File: src/design/vgf_pkg.sv
package vgf_pkg;

  // fixed field widths
  localparam int unsigned COLOR_W = 24;
  localparam int unsigned SIZE_W  = 13;
  localparam int unsigned PITCH_W = 17;
  localparam int unsigned ADDR_W  = 32;
  localparam int unsigned CFG_W   = 32;
  localparam int unsigned CHAN_W  = 8;
  localparam int unsigned NUM_CHAN = 3;

  // default frame limits
  localparam int unsigned DEF_MAX_WIDTH  = 4096;
  localparam int unsigned DEF_MAX_HEIGHT = 4096;

  // register reset values
  localparam logic [COLOR_W-1:0] RST_TOP_COLOR    = 24'h000000;
  localparam logic [COLOR_W-1:0] RST_BOTTOM_COLOR = 24'hFFFFFF;
  localparam logic [SIZE_W-1:0]  RST_FB_WIDTH     = 13'd640;
  localparam logic [SIZE_W-1:0]  RST_FB_HEIGHT    = 13'd480;
  localparam logic [PITCH_W-1:0] RST_ROW_PITCH    = 17'd2560;
  localparam logic [ADDR_W-1:0]  RST_FRAME_BASE   = 32'h0000_0000;

  // register indexes
  typedef enum logic [2:0] {
    REG_TOP_COLOR    = 3'd0,
    REG_BOTTOM_COLOR = 3'd1,
    REG_FB_WIDTH     = 3'd2,
    REG_FB_HEIGHT    = 3'd3,
    REG_ROW_PITCH    = 3'd4,
    REG_FRAME_BASE   = 3'd5
  } vgf_reg_t;

  // controller to datapath
  typedef struct packed {
    logic accept;
    logic div_start;
    logic mul_load;
    logic color_load;
    logic out_load;
  } vgf_cmd_t;

  // datapath to controller
  typedef struct packed {
    logic active;
    logic col_zero;
    logic div_done;
    logic out_free;
  } vgf_stat_t;

endpackage

File: src/design/vgf_div.sv
module vgf_div #(
  parameter int unsigned IDX_W = 12
) (
  input  logic                          clk,
  input  logic                          rst,
  input  logic                          start,
  input  logic [vgf_pkg::COLOR_W-1:0]   top_color,
  input  logic [vgf_pkg::COLOR_W-1:0]   bottom_color,
  input  logic [IDX_W-1:0]              num,
  input  logic [IDX_W-1:0]              den,
  output logic [vgf_pkg::COLOR_W-1:0]   color,
  output logic                          done
);

  localparam int unsigned CW    = vgf_pkg::CHAN_W;
  localparam int unsigned DVD_W = CW + IDX_W;
  localparam int unsigned CNT_W = $clog2(DVD_W + 1);

  logic [CNT_W-1:0] cnt;
  logic [IDX_W-1:0] den_q;
  logic             den_zero;

  assign done = (cnt == '0);

  // shared iteration count and divisor
  always_ff @(posedge clk) begin
    if (rst) begin
      cnt <= '0;
    end else if (start) begin
      cnt <= CNT_W'(DVD_W);
    end else if (cnt != '0) begin
      cnt <= cnt - 1'b1;
    end
  end

  always_ff @(posedge clk) begin
    if (start) begin
      den_q    <= den;
      den_zero <= (den == '0);
    end
  end

  // one restoring divider lane per channel, one quotient bit per cycle
  for (genvar c = 0; c < vgf_pkg::NUM_CHAN; c++) begin : g_lane
    logic [CW-1:0]    t_in, b_in, diff;
    logic             neg_in;
    logic [DVD_W-1:0] prod;
    logic [CW-1:0]    t_q;
    logic             neg_q;
    logic [IDX_W:0]   rem;
    logic [DVD_W-1:0] quo;
    logic [IDX_W:0]   rem_sh;
    logic             ge;
    logic [CW-1:0]    q8;

    assign t_in   = top_color[c*CW +: CW];
    assign b_in   = bottom_color[c*CW +: CW];
    assign neg_in = (b_in < t_in);
    assign diff   = neg_in ? (t_in - b_in) : (b_in - t_in);
    assign prod   = {{IDX_W{1'b0}}, diff} * {{CW{1'b0}}, num};

    assign rem_sh = {rem[IDX_W-1:0], quo[DVD_W-1]};
    assign ge     = (rem_sh >= {1'b0, den_q});

    always_ff @(posedge clk) begin
      if (start) begin
        t_q   <= t_in;
        neg_q <= neg_in;
        rem   <= '0;
        quo   <= prod;
      end else if (cnt != '0) begin
        rem <= ge ? (rem_sh - {1'b0, den_q}) : rem_sh;
        quo <= {quo[DVD_W-2:0], ge};
      end
    end

    // quotient never exceeds the channel difference
    assign q8 = quo[CW-1:0];
    assign color[c*CW +: CW] = den_zero ? t_q : (neg_q ? (t_q - q8) : (t_q + q8));
  end

endmodule

File: src/design/vgf_ctrl.sv
module vgf_ctrl (
  input  logic               clk,
  input  logic               rst,
  input  logic               in_valid,
  output logic               in_ready,
  input  vgf_pkg::vgf_stat_t stat,
  output vgf_pkg::vgf_cmd_t  cmd
);

  typedef enum logic [1:0] {
    S_IDLE,
    S_CHECK,
    S_DIV,
    S_LOAD
  } state_t;

  state_t state;
  state_t state_next;

  assign in_ready = (state == S_IDLE);

  always_comb begin
    state_next     = state;
    cmd            = '0;
    case (state)
      S_IDLE: begin
        if (in_valid) begin
          cmd.accept = 1'b1;
          state_next = S_CHECK;
        end
      end
      S_CHECK: begin
        cmd.mul_load = 1'b1;
        if (!stat.active) begin
          state_next = S_IDLE;
        end else if (stat.col_zero) begin
          cmd.div_start = 1'b1;
          state_next    = S_DIV;
        end else begin
          state_next = S_LOAD;
        end
      end
      S_DIV: begin
        if (stat.div_done) begin
          cmd.color_load = 1'b1;
          state_next     = S_LOAD;
        end
      end
      S_LOAD: begin
        if (stat.out_free) begin
          cmd.out_load = 1'b1;
          state_next   = S_IDLE;
        end
      end
      default: begin
        state_next = S_IDLE;
      end
    endcase
  end

  always_ff @(posedge clk) begin
    if (rst) begin
      state <= S_IDLE;
    end else begin
      state <= state_next;
    end
  end

endmodule

File: src/design/vgf_datapath.sv
module vgf_datapath #(
  parameter int unsigned MAX_WIDTH  = vgf_pkg::DEF_MAX_WIDTH,
  parameter int unsigned MAX_HEIGHT = vgf_pkg::DEF_MAX_HEIGHT
) (
  input  logic                          clk,
  input  logic                          rst,
  input  vgf_pkg::vgf_cmd_t             cmd,
  output vgf_pkg::vgf_stat_t            stat,
  input  logic                          restart,
  input  logic [vgf_pkg::COLOR_W-1:0]   top_color,
  input  logic [vgf_pkg::COLOR_W-1:0]   bottom_color,
  input  logic [vgf_pkg::SIZE_W-1:0]    fb_width,
  input  logic [vgf_pkg::SIZE_W-1:0]    fb_height,
  input  logic [vgf_pkg::PITCH_W-1:0]   row_pitch,
  input  logic [vgf_pkg::ADDR_W-1:0]    frame_base,
  output logic                          out_valid,
  input  logic                          out_ready,
  output logic [vgf_pkg::ADDR_W-1:0]    write_address,
  output logic [vgf_pkg::COLOR_W-1:0]   pixel_color,
  output logic                          frame_last
);

  localparam int unsigned CIDX_W = (MAX_WIDTH > 1) ? $clog2(MAX_WIDTH) : 1;
  localparam int unsigned RIDX_W = (MAX_HEIGHT > 1) ? $clog2(MAX_HEIGHT) : 1;
  localparam int unsigned PROD_W = RIDX_W + vgf_pkg::PITCH_W;
  localparam int unsigned AW     = vgf_pkg::ADDR_W;

  logic [CIDX_W-1:0] column_index;
  logic [RIDX_W-1:0] row_index;
  logic              fill_active;
  logic [vgf_pkg::COLOR_W-1:0] row_color;
  logic [PROD_W-1:0] row_offset;

  logic [31:0]       w_lim, h_lim;
  logic [CIDX_W-1:0] w_m1;
  logic [RIDX_W-1:0] h_m1;
  logic [RIDX_W-1:0] num;
  logic              row_end, frame_end;
  logic [vgf_pkg::COLOR_W-1:0] div_color;
  logic              div_done;

  // last column and row after clamping the size registers
  always_comb begin
    if (fb_width == '0) begin
      w_lim = 32'd0;
    end else if (32'(fb_width) > 32'(MAX_WIDTH)) begin
      w_lim = 32'(MAX_WIDTH) - 32'd1;
    end else begin
      w_lim = 32'(fb_width) - 32'd1;
    end
    if (fb_height == '0) begin
      h_lim = 32'd0;
    end else if (32'(fb_height) > 32'(MAX_HEIGHT)) begin
      h_lim = 32'(MAX_HEIGHT) - 32'd1;
    end else begin
      h_lim = 32'(fb_height) - 32'd1;
    end
  end

  assign w_m1      = w_lim[CIDX_W-1:0];
  assign h_m1      = h_lim[RIDX_W-1:0];
  assign num       = (row_index > h_m1) ? h_m1 : row_index;
  assign row_end   = (column_index >= w_m1);
  assign frame_end = row_end && (row_index >= h_m1);

  vgf_div #(
    .IDX_W (RIDX_W)
  ) u_div (
    .clk          (clk),
    .rst          (rst),
    .start        (cmd.div_start),
    .top_color    (top_color),
    .bottom_color (bottom_color),
    .num          (num),
    .den          (h_m1),
    .color        (div_color),
    .done         (div_done)
  );

  // scan position
  always_ff @(posedge clk) begin
    if (rst) begin
      column_index <= '0;
      row_index    <= '0;
      fill_active  <= 1'b1;
    end else if (cmd.accept && restart) begin
      column_index <= '0;
      row_index    <= '0;
      fill_active  <= 1'b1;
    end else if (cmd.out_load) begin
      if (frame_end) begin
        column_index <= '0;
        row_index    <= '0;
        fill_active  <= 1'b0;
      end else if (row_end) begin
        column_index <= '0;
        row_index    <= row_index + 1'b1;
      end else begin
        column_index <= column_index + 1'b1;
      end
    end
  end

  always_ff @(posedge clk) begin
    if (rst) begin
      row_color <= '0;
    end else if (cmd.color_load) begin
      row_color <= div_color;
    end
  end

  always_ff @(posedge clk) begin
    if (cmd.mul_load) begin
      row_offset <= {{vgf_pkg::PITCH_W{1'b0}}, row_index} *
                    {{RIDX_W{1'b0}}, row_pitch};
    end
  end

  // output register
  always_ff @(posedge clk) begin
    if (rst) begin
      out_valid <= 1'b0;
    end else if (cmd.out_load) begin
      out_valid <= 1'b1;
    end else if (out_ready) begin
      out_valid <= 1'b0;
    end
  end

  always_ff @(posedge clk) begin
    if (cmd.out_load) begin
      write_address <= frame_base + AW'(row_offset) + AW'({column_index, 2'b00});
      pixel_color   <= row_color;
      frame_last    <= frame_end;
    end
  end

  assign stat.active   = fill_active;
  assign stat.col_zero = (column_index == '0);
  assign stat.div_done = div_done;
  assign stat.out_free = !out_valid || out_ready;

endmodule

File: src/design/vertical_gradient_fill_core.sv
// vertical gradient fill engine: every beat accepted on the slave stream makes at most one
// pixel write on the master stream, scanning the frame top to bottom and left to right at
// address frame_base + row * row_pitch + column * 4 (modulo 2^32); each row's color is the
// per-channel blend of top_color and bottom_color by row / (height - 1), truncated toward
// zero, and tlast marks the final pixel; after that beat the engine is idle and a beat
// with restart low yields nothing until a beat with restart high starts a new frame (a
// frame also starts after reset); a pixel passes the idle, check and load states from
// input beat to output register, and a pixel in column zero also waits in the divide state
// while the three bit-serial channel dividers produce the row color, one quotient bit per
// cycle; the output register lets the next input beat in while a pixel awaits m_axis_tready
module vertical_gradient_fill_core #(
  parameter int unsigned MAX_WIDTH  = vgf_pkg::DEF_MAX_WIDTH,
  parameter int unsigned MAX_HEIGHT = vgf_pkg::DEF_MAX_HEIGHT
) (
  input  logic        clk,
  input  logic        rst,
  // configuration writes
  input  logic        cfg_we,
  input  logic [2:0]  cfg_index,
  input  logic [31:0] cfg_data,
  // input stream
  input  logic        s_axis_tvalid,
  output logic        s_axis_tready,
  input  logic [7:0]  s_axis_tdata,   // [0] restart, [7:1] zero
  // output stream
  output logic        m_axis_tvalid,
  input  logic        m_axis_tready,
  output logic [55:0] m_axis_tdata,   // [31:0] write_address, [55:32] pixel_color
  output logic        m_axis_tlast    // frame_last
);

  logic [vgf_pkg::COLOR_W-1:0] top_color;
  logic [vgf_pkg::COLOR_W-1:0] bottom_color;
  logic [vgf_pkg::SIZE_W-1:0]  fb_width;
  logic [vgf_pkg::SIZE_W-1:0]  fb_height;
  logic [vgf_pkg::PITCH_W-1:0] row_pitch;
  logic [vgf_pkg::ADDR_W-1:0]  frame_base;

  vgf_pkg::vgf_cmd_t  cmd;
  vgf_pkg::vgf_stat_t stat;

  logic [vgf_pkg::ADDR_W-1:0]  write_address;
  logic [vgf_pkg::COLOR_W-1:0] pixel_color;

  // configuration registers, indexes beyond the list are dropped
  always_ff @(posedge clk) begin
    if (rst) begin
      top_color    <= vgf_pkg::RST_TOP_COLOR;
      bottom_color <= vgf_pkg::RST_BOTTOM_COLOR;
      fb_width     <= vgf_pkg::RST_FB_WIDTH;
      fb_height    <= vgf_pkg::RST_FB_HEIGHT;
      row_pitch    <= vgf_pkg::RST_ROW_PITCH;
      frame_base   <= vgf_pkg::RST_FRAME_BASE;
    end else if (cfg_we) begin
      case (cfg_index)
        vgf_pkg::REG_TOP_COLOR:    top_color    <= cfg_data[vgf_pkg::COLOR_W-1:0];
        vgf_pkg::REG_BOTTOM_COLOR: bottom_color <= cfg_data[vgf_pkg::COLOR_W-1:0];
        vgf_pkg::REG_FB_WIDTH:     fb_width     <= cfg_data[vgf_pkg::SIZE_W-1:0];
        vgf_pkg::REG_FB_HEIGHT:    fb_height    <= cfg_data[vgf_pkg::SIZE_W-1:0];
        vgf_pkg::REG_ROW_PITCH:    row_pitch    <= cfg_data[vgf_pkg::PITCH_W-1:0];
        vgf_pkg::REG_FRAME_BASE:   frame_base   <= cfg_data[vgf_pkg::ADDR_W-1:0];
        default: begin
        end
      endcase
    end
  end

  // sequencer: accept, multiply and branch, optional row color divide, load output
  vgf_ctrl u_ctrl (
    .clk      (clk),
    .rst      (rst),
    .in_valid (s_axis_tvalid),
    .in_ready (s_axis_tready),
    .stat     (stat),
    .cmd      (cmd)
  );

  // scan counters, address math, row color divider and output register
  vgf_datapath #(
    .MAX_WIDTH  (MAX_WIDTH),
    .MAX_HEIGHT (MAX_HEIGHT)
  ) u_datapath (
    .clk           (clk),
    .rst           (rst),
    .cmd           (cmd),
    .stat          (stat),
    .restart       (s_axis_tdata[0]),
    .top_color     (top_color),
    .bottom_color  (bottom_color),
    .fb_width      (fb_width),
    .fb_height     (fb_height),
    .row_pitch     (row_pitch),
    .frame_base    (frame_base),
    .out_valid     (m_axis_tvalid),
    .out_ready     (m_axis_tready),
    .write_address (write_address),
    .pixel_color   (pixel_color),
    .frame_last    (m_axis_tlast)
  );

  assign m_axis_tdata = {pixel_color, write_address};

endmodule
File: config.mk
export PLATFORM = sky130hd
export DESIGN_NAME = vertical_gradient_fill_core
export DESIGN_NICKNAME = d
export VERILOG_FILES = /design/src/design/vgf_pkg.sv /design/src/design/vgf_div.sv /design/src/design/vgf_ctrl.sv /design/src/design/vgf_datapath.sv /design/src/design/vertical_gradient_fill_core.sv
export SDC_FILE = /design/constraint.sdc
export NUM_CORES = 2
export LEC_CHECK = 0
export ABC_AREA = 1
export BUFFER_PORTS_ARGS = -buffer_cell sky130_fd_sc_hd__buf_2
export CAP_MARGIN = 0
export CELL_PAD_IN_SITES_DETAIL_PLACEMENT = 1
export CELL_PAD_IN_SITES_GLOBAL_PLACEMENT = 1
export CORE_ASPECT_RATIO = 0.9
export CORE_UTILIZATION = 52
export DETAILED_ROUTE_END_ITERATION = 7
export PLACE_DENSITY = 0.92
export SLEW_MARGIN = 10
export SYNTH_ARGS = -nofsm -noshare
export SYNTH_HDL_FRONTEND = slang
export SYNTH_SLANG_ARGS = --single-unit
File: constraint.sdc
create_clock -name clk -period 19.65 [get_ports clk]
set_clock_uncertainty 0.15 [all_clocks]
set_input_delay 3.93 -clock clk [delete_from_list [all_inputs] [get_ports clk]]
set_output_delay 3.93 -clock clk [all_outputs]
set_load 0.01 [all_outputs]
==> out/qor.csv <==
stage;metric;value;unit
route;vias;37600;
global_routing;grt_overflow;0;
pwr;ir_worst_vdd;0.0000716;V
yosys;synth.most_common_cell;nand2_1;
setup_path;worst-path-buf-inv;4;
die;core;74900;um^2
place;numPortBuffers;99;
pwr;power.total;3660;uW
clocking;clock-sinks;402;
yosys;synth_common_cells;nand2_1 (1145), inv_1 (895), nor2_1 (555), ha_1 (369), fa_1 (355);
setup_path;max_stage_delay;0.62;ns
yosys;syn_inst;5164;
cells_and_area;syn_to_final_growth;7.12;%
pwr;p_per_area;86.4;nW/um^2
route;drt_first_pass_iters;6;
pwr;intPower;2080;uW
yosys;synth_edf_count;186;
yosys;syn-cell-area;39500;um^2
cells_and_area;fin_cells;6193;
pwr;seqPwrFrac;33.7;%
setup_path;path_class;flop to flop;
sta;hold_viol;0;
clocking;h-tree-depth;2;
sta;final_max_slew_viol_count;0;
yosys;yosysUniqueCellTypes;48;
clocking;cts_resized;0;
clocking;ctsHoldBuffers;0;
clocking;clkLatencyLatePin;0.65;ns
setup_path;reg2reg_from;fb_height[0];
die;fp.dieH;263;um
sta;whs;0.276;ns
setup_path;r2r-end;u_datapath.u_div.g_lane[1].quo[19];
yosys;synthDominantCellAreaShare;18.0;%
global_routing;globalRouteMet2Util;64.7;%
global_routing;antenna_found_initial;9;
yosys;synth_top_cell_by_area;fa_1;
setup_path;crit_cells;30;
place;hpwlAfterDp;102000;um
setup_path;critPathMostFrequentCell;nand2_1;
sta;fin_crit_sh;45.6;%
setup_path;ff2ff_setup_slack;10.69;ns
yosys;ys_warn_count;0;
setup_path;crit_required;19.83;ns
status;status;completed;
yosys;ys_seq_area_share;25.1;%
route;drc;0;
place;place_inst;6098;
min_path;hold_start;u_datapath.row_color[17];
sta;fmax;112;MHz
clocking;tritoncts;yes;
die;io_pins;107;
cells_and_area;layout-drive-gt1-share;5.19;%
sta;slew_headroom;20.9;%
sta;layout_min_cycle_time;8.96;ns
min_path;min_to;u_datapath.pixel_color[17];
setup_path;start_kind;flop;
global_routing;grt_first_pass_wirelength;229000;um
yosys;synthArstFlopShare;0;%
flow_run;cap_viol_max_count;0;
sta;tightest_slew;1.18;ns
setup_path;ff2ff_path_depth;30;
setup_path;cp_slowest_cell;nand2_1;
clocking;cts_inserted_buffers;48;
global_routing;grt_use_met1;42.5;%
setup_path;path_delay_family;simple AND/OR/NAND/NOR gates;
cells_and_area;nets;5950;
pwr;p_leak;0.0221;uW
die;die_x;293;um
clocking;cts-root-buf;clkbuf_16;
sta;finalSetupViolations;0;
setup_path;crit_arrival;9.14;ns
min_path;min_path_cells;0;
yosys;yosys_most_used_dff;dfxtp_1;
yosys;synth_area_per_cell;7.65;um^2
route;wire_per_inst;23.7;um
global_routing;use_met3;7.91;%
yosys;ys_top_cells_by_area;fa_1 (18%), edfxtp_1 (14%), ha_1 (12%);
die;die-area;77100;um^2
pwr;combPwrFrac;40.3;%
global_routing;grt_pass1_vias;41200;
clocking;path_clk_slew;0.06;ns
global_routing;top_usage_layer;met2;
setup_path;cp_max_fo;13;
pwr;sw_frac_of_total;43.0;%
yosys;synth_nets;5936;
die;rows;95;
sta;rsz0062_at_grt;false;
route;routed_wl;147000;um
route;drt-vias-per-instance;6.07;
yosys;ys_ff_latch;402;
clocking;post_cts_buffers;0;
sta;setup_tns;0;ns
place;gp_congestion;0.949;
global_routing;grt_util_all_layers;38.2;%
die;start_util;52.8;%
global_routing;grt_max_degree;84;
min_path;hold_path_class;flop to flop;
clocking;max-clock-path-buffers;3;
pwr;power_switching;1570;uW
route;drtIter0Drc;3288;
pwr;clockPowerShare;26.0;%
setup_path;endpoint_kind;flop;
route;final_antenna_net_count;0;
worst register-to-register path, delay by kind of cell (launching register included):
kind	cells	cell delay (ns)
compound gates	3	0.69
fa+ha+maj	7	3.00
buf+inv	4	0.64
flops	1	0.33
simple gates	16	3.82
layer usage:
metal / share of wire, % / up-vias
met4: 8.1 / 6
met5: 0.025 / -
met2: 48 / 1881
li1: - / 16300
met3: 8.0 / 763
met1: 36 / 18600
through the flow:
| step | setup WS, ns | area, um^2 | util, % |
|---|---|---|---|
| 5_1_grt | 10.46 | 42300 | 56.5 |
| 3_3_place_gp | 11.49 | 40700 | 54.3 |
| 6_report | 10.69 | 42300 | 56.5 |
| 3_5_place_dp | 11.13 | 40700 | 54.3 |
| 4_1_cts | 10.96 | 42300 | 56.5 |
| 2_1_floorplan | 12.99 | 39500 | - |
placed cells by master (no fill, tap or decap), types with 14 or more instances in the layout:
cell / synthesis / final
a21o_1: 16 / 16
a21oi_1: 303 / 303
buf_2: 34 / 99
buf_4: 12 / 26
clkbuf_16: 0 / 51
dfxtp_1: 216 / 216
edfxtp_1: 186 / 186
fa_1: 355 / 355
ha_1: 369 / 369
inv_1: 895 / 893
nand2_1: 1145 / 1144
nand3_1: 250 / 249
nand4_1: 65 / 65
nor2_1: 555 / 553
nor2_2: 15 / 16
nor3_1: 39 / 39
o211ai_1: 26 / 26
o21a_1: 14 / 14
o21ai_0: 271 / 271
o21bai_1: 24 / 24
or2_2: 16 / 16
xnor2_1: 55 / 55
xor2_1: 74 / 74
registers in the layout, indices dropped and copies added, names as in the netlist, 24 cells and up, named ones only:
register / count
top_color: 24
u_datapath.u_div.g_lane.quo: 60
u_datapath.row_color: 24
bottom_color: 24
u_datapath.write_address: 32
u_datapath.row_offset: 29
u_datapath.pixel_color: 24
frame_base: 32
u_datapath.u_div.g_lane.rem: 36
u_datapath.u_div.g_lane.t_q: 24
cell type report:
type	count	area (um^2)
fillers	9387	32600
multi-input cells	3692	25500
flip-flops and latches	402	9910
inverters	909	3410
clock buffers	69	1400
well taps	970	1210
repair buffers	125	691
clock inverters	21	209
diodes	5	12.5
how the worst max path moves through the flow:
stage | startpoint | end | slack, ns
2_1_floorplan | m_axis_tready | u_datapath.row_index[3] | 12.99
3_3_place_gp | fb_height[0] | u_datapath.u_div.g_lane[1].quo[19] | 11.49
3_5_place_dp | fb_height[0] | u_datapath.u_div.g_lane[1].quo[19] | 11.13
4_1_cts | fb_height[0] | u_datapath.u_div.g_lane[0].quo[19] | 10.96
5_1_grt | fb_height[0] | u_datapath.u_div.g_lane[0].quo[19] | 10.46
6_report | fb_height[0] | u_datapath.u_div.g_lane[1].quo[19] | 10.69
power groups by stage:
stage	clock (uW)	sequential, uW	combinational [uW]
after floorplan	0	1200	1000
after global placement	0	1230	1330
after detailed placement	0	1240	1410
after CTS	949	1230	1450
after global routing	979	1250	1620
final	950	1230	1470
cells by family after synthesis:
group / synth area share (%)
flip-flops: 25.1
adder cells (fa/ha/maj): 29.7
XOR/XNOR: 2.86
AND/OR/NAND/NOR: 22.2
AO/OA/AOI/OAI: 9.70
buffers and inverters: 10.5
(Power assumes the default switching activity.)
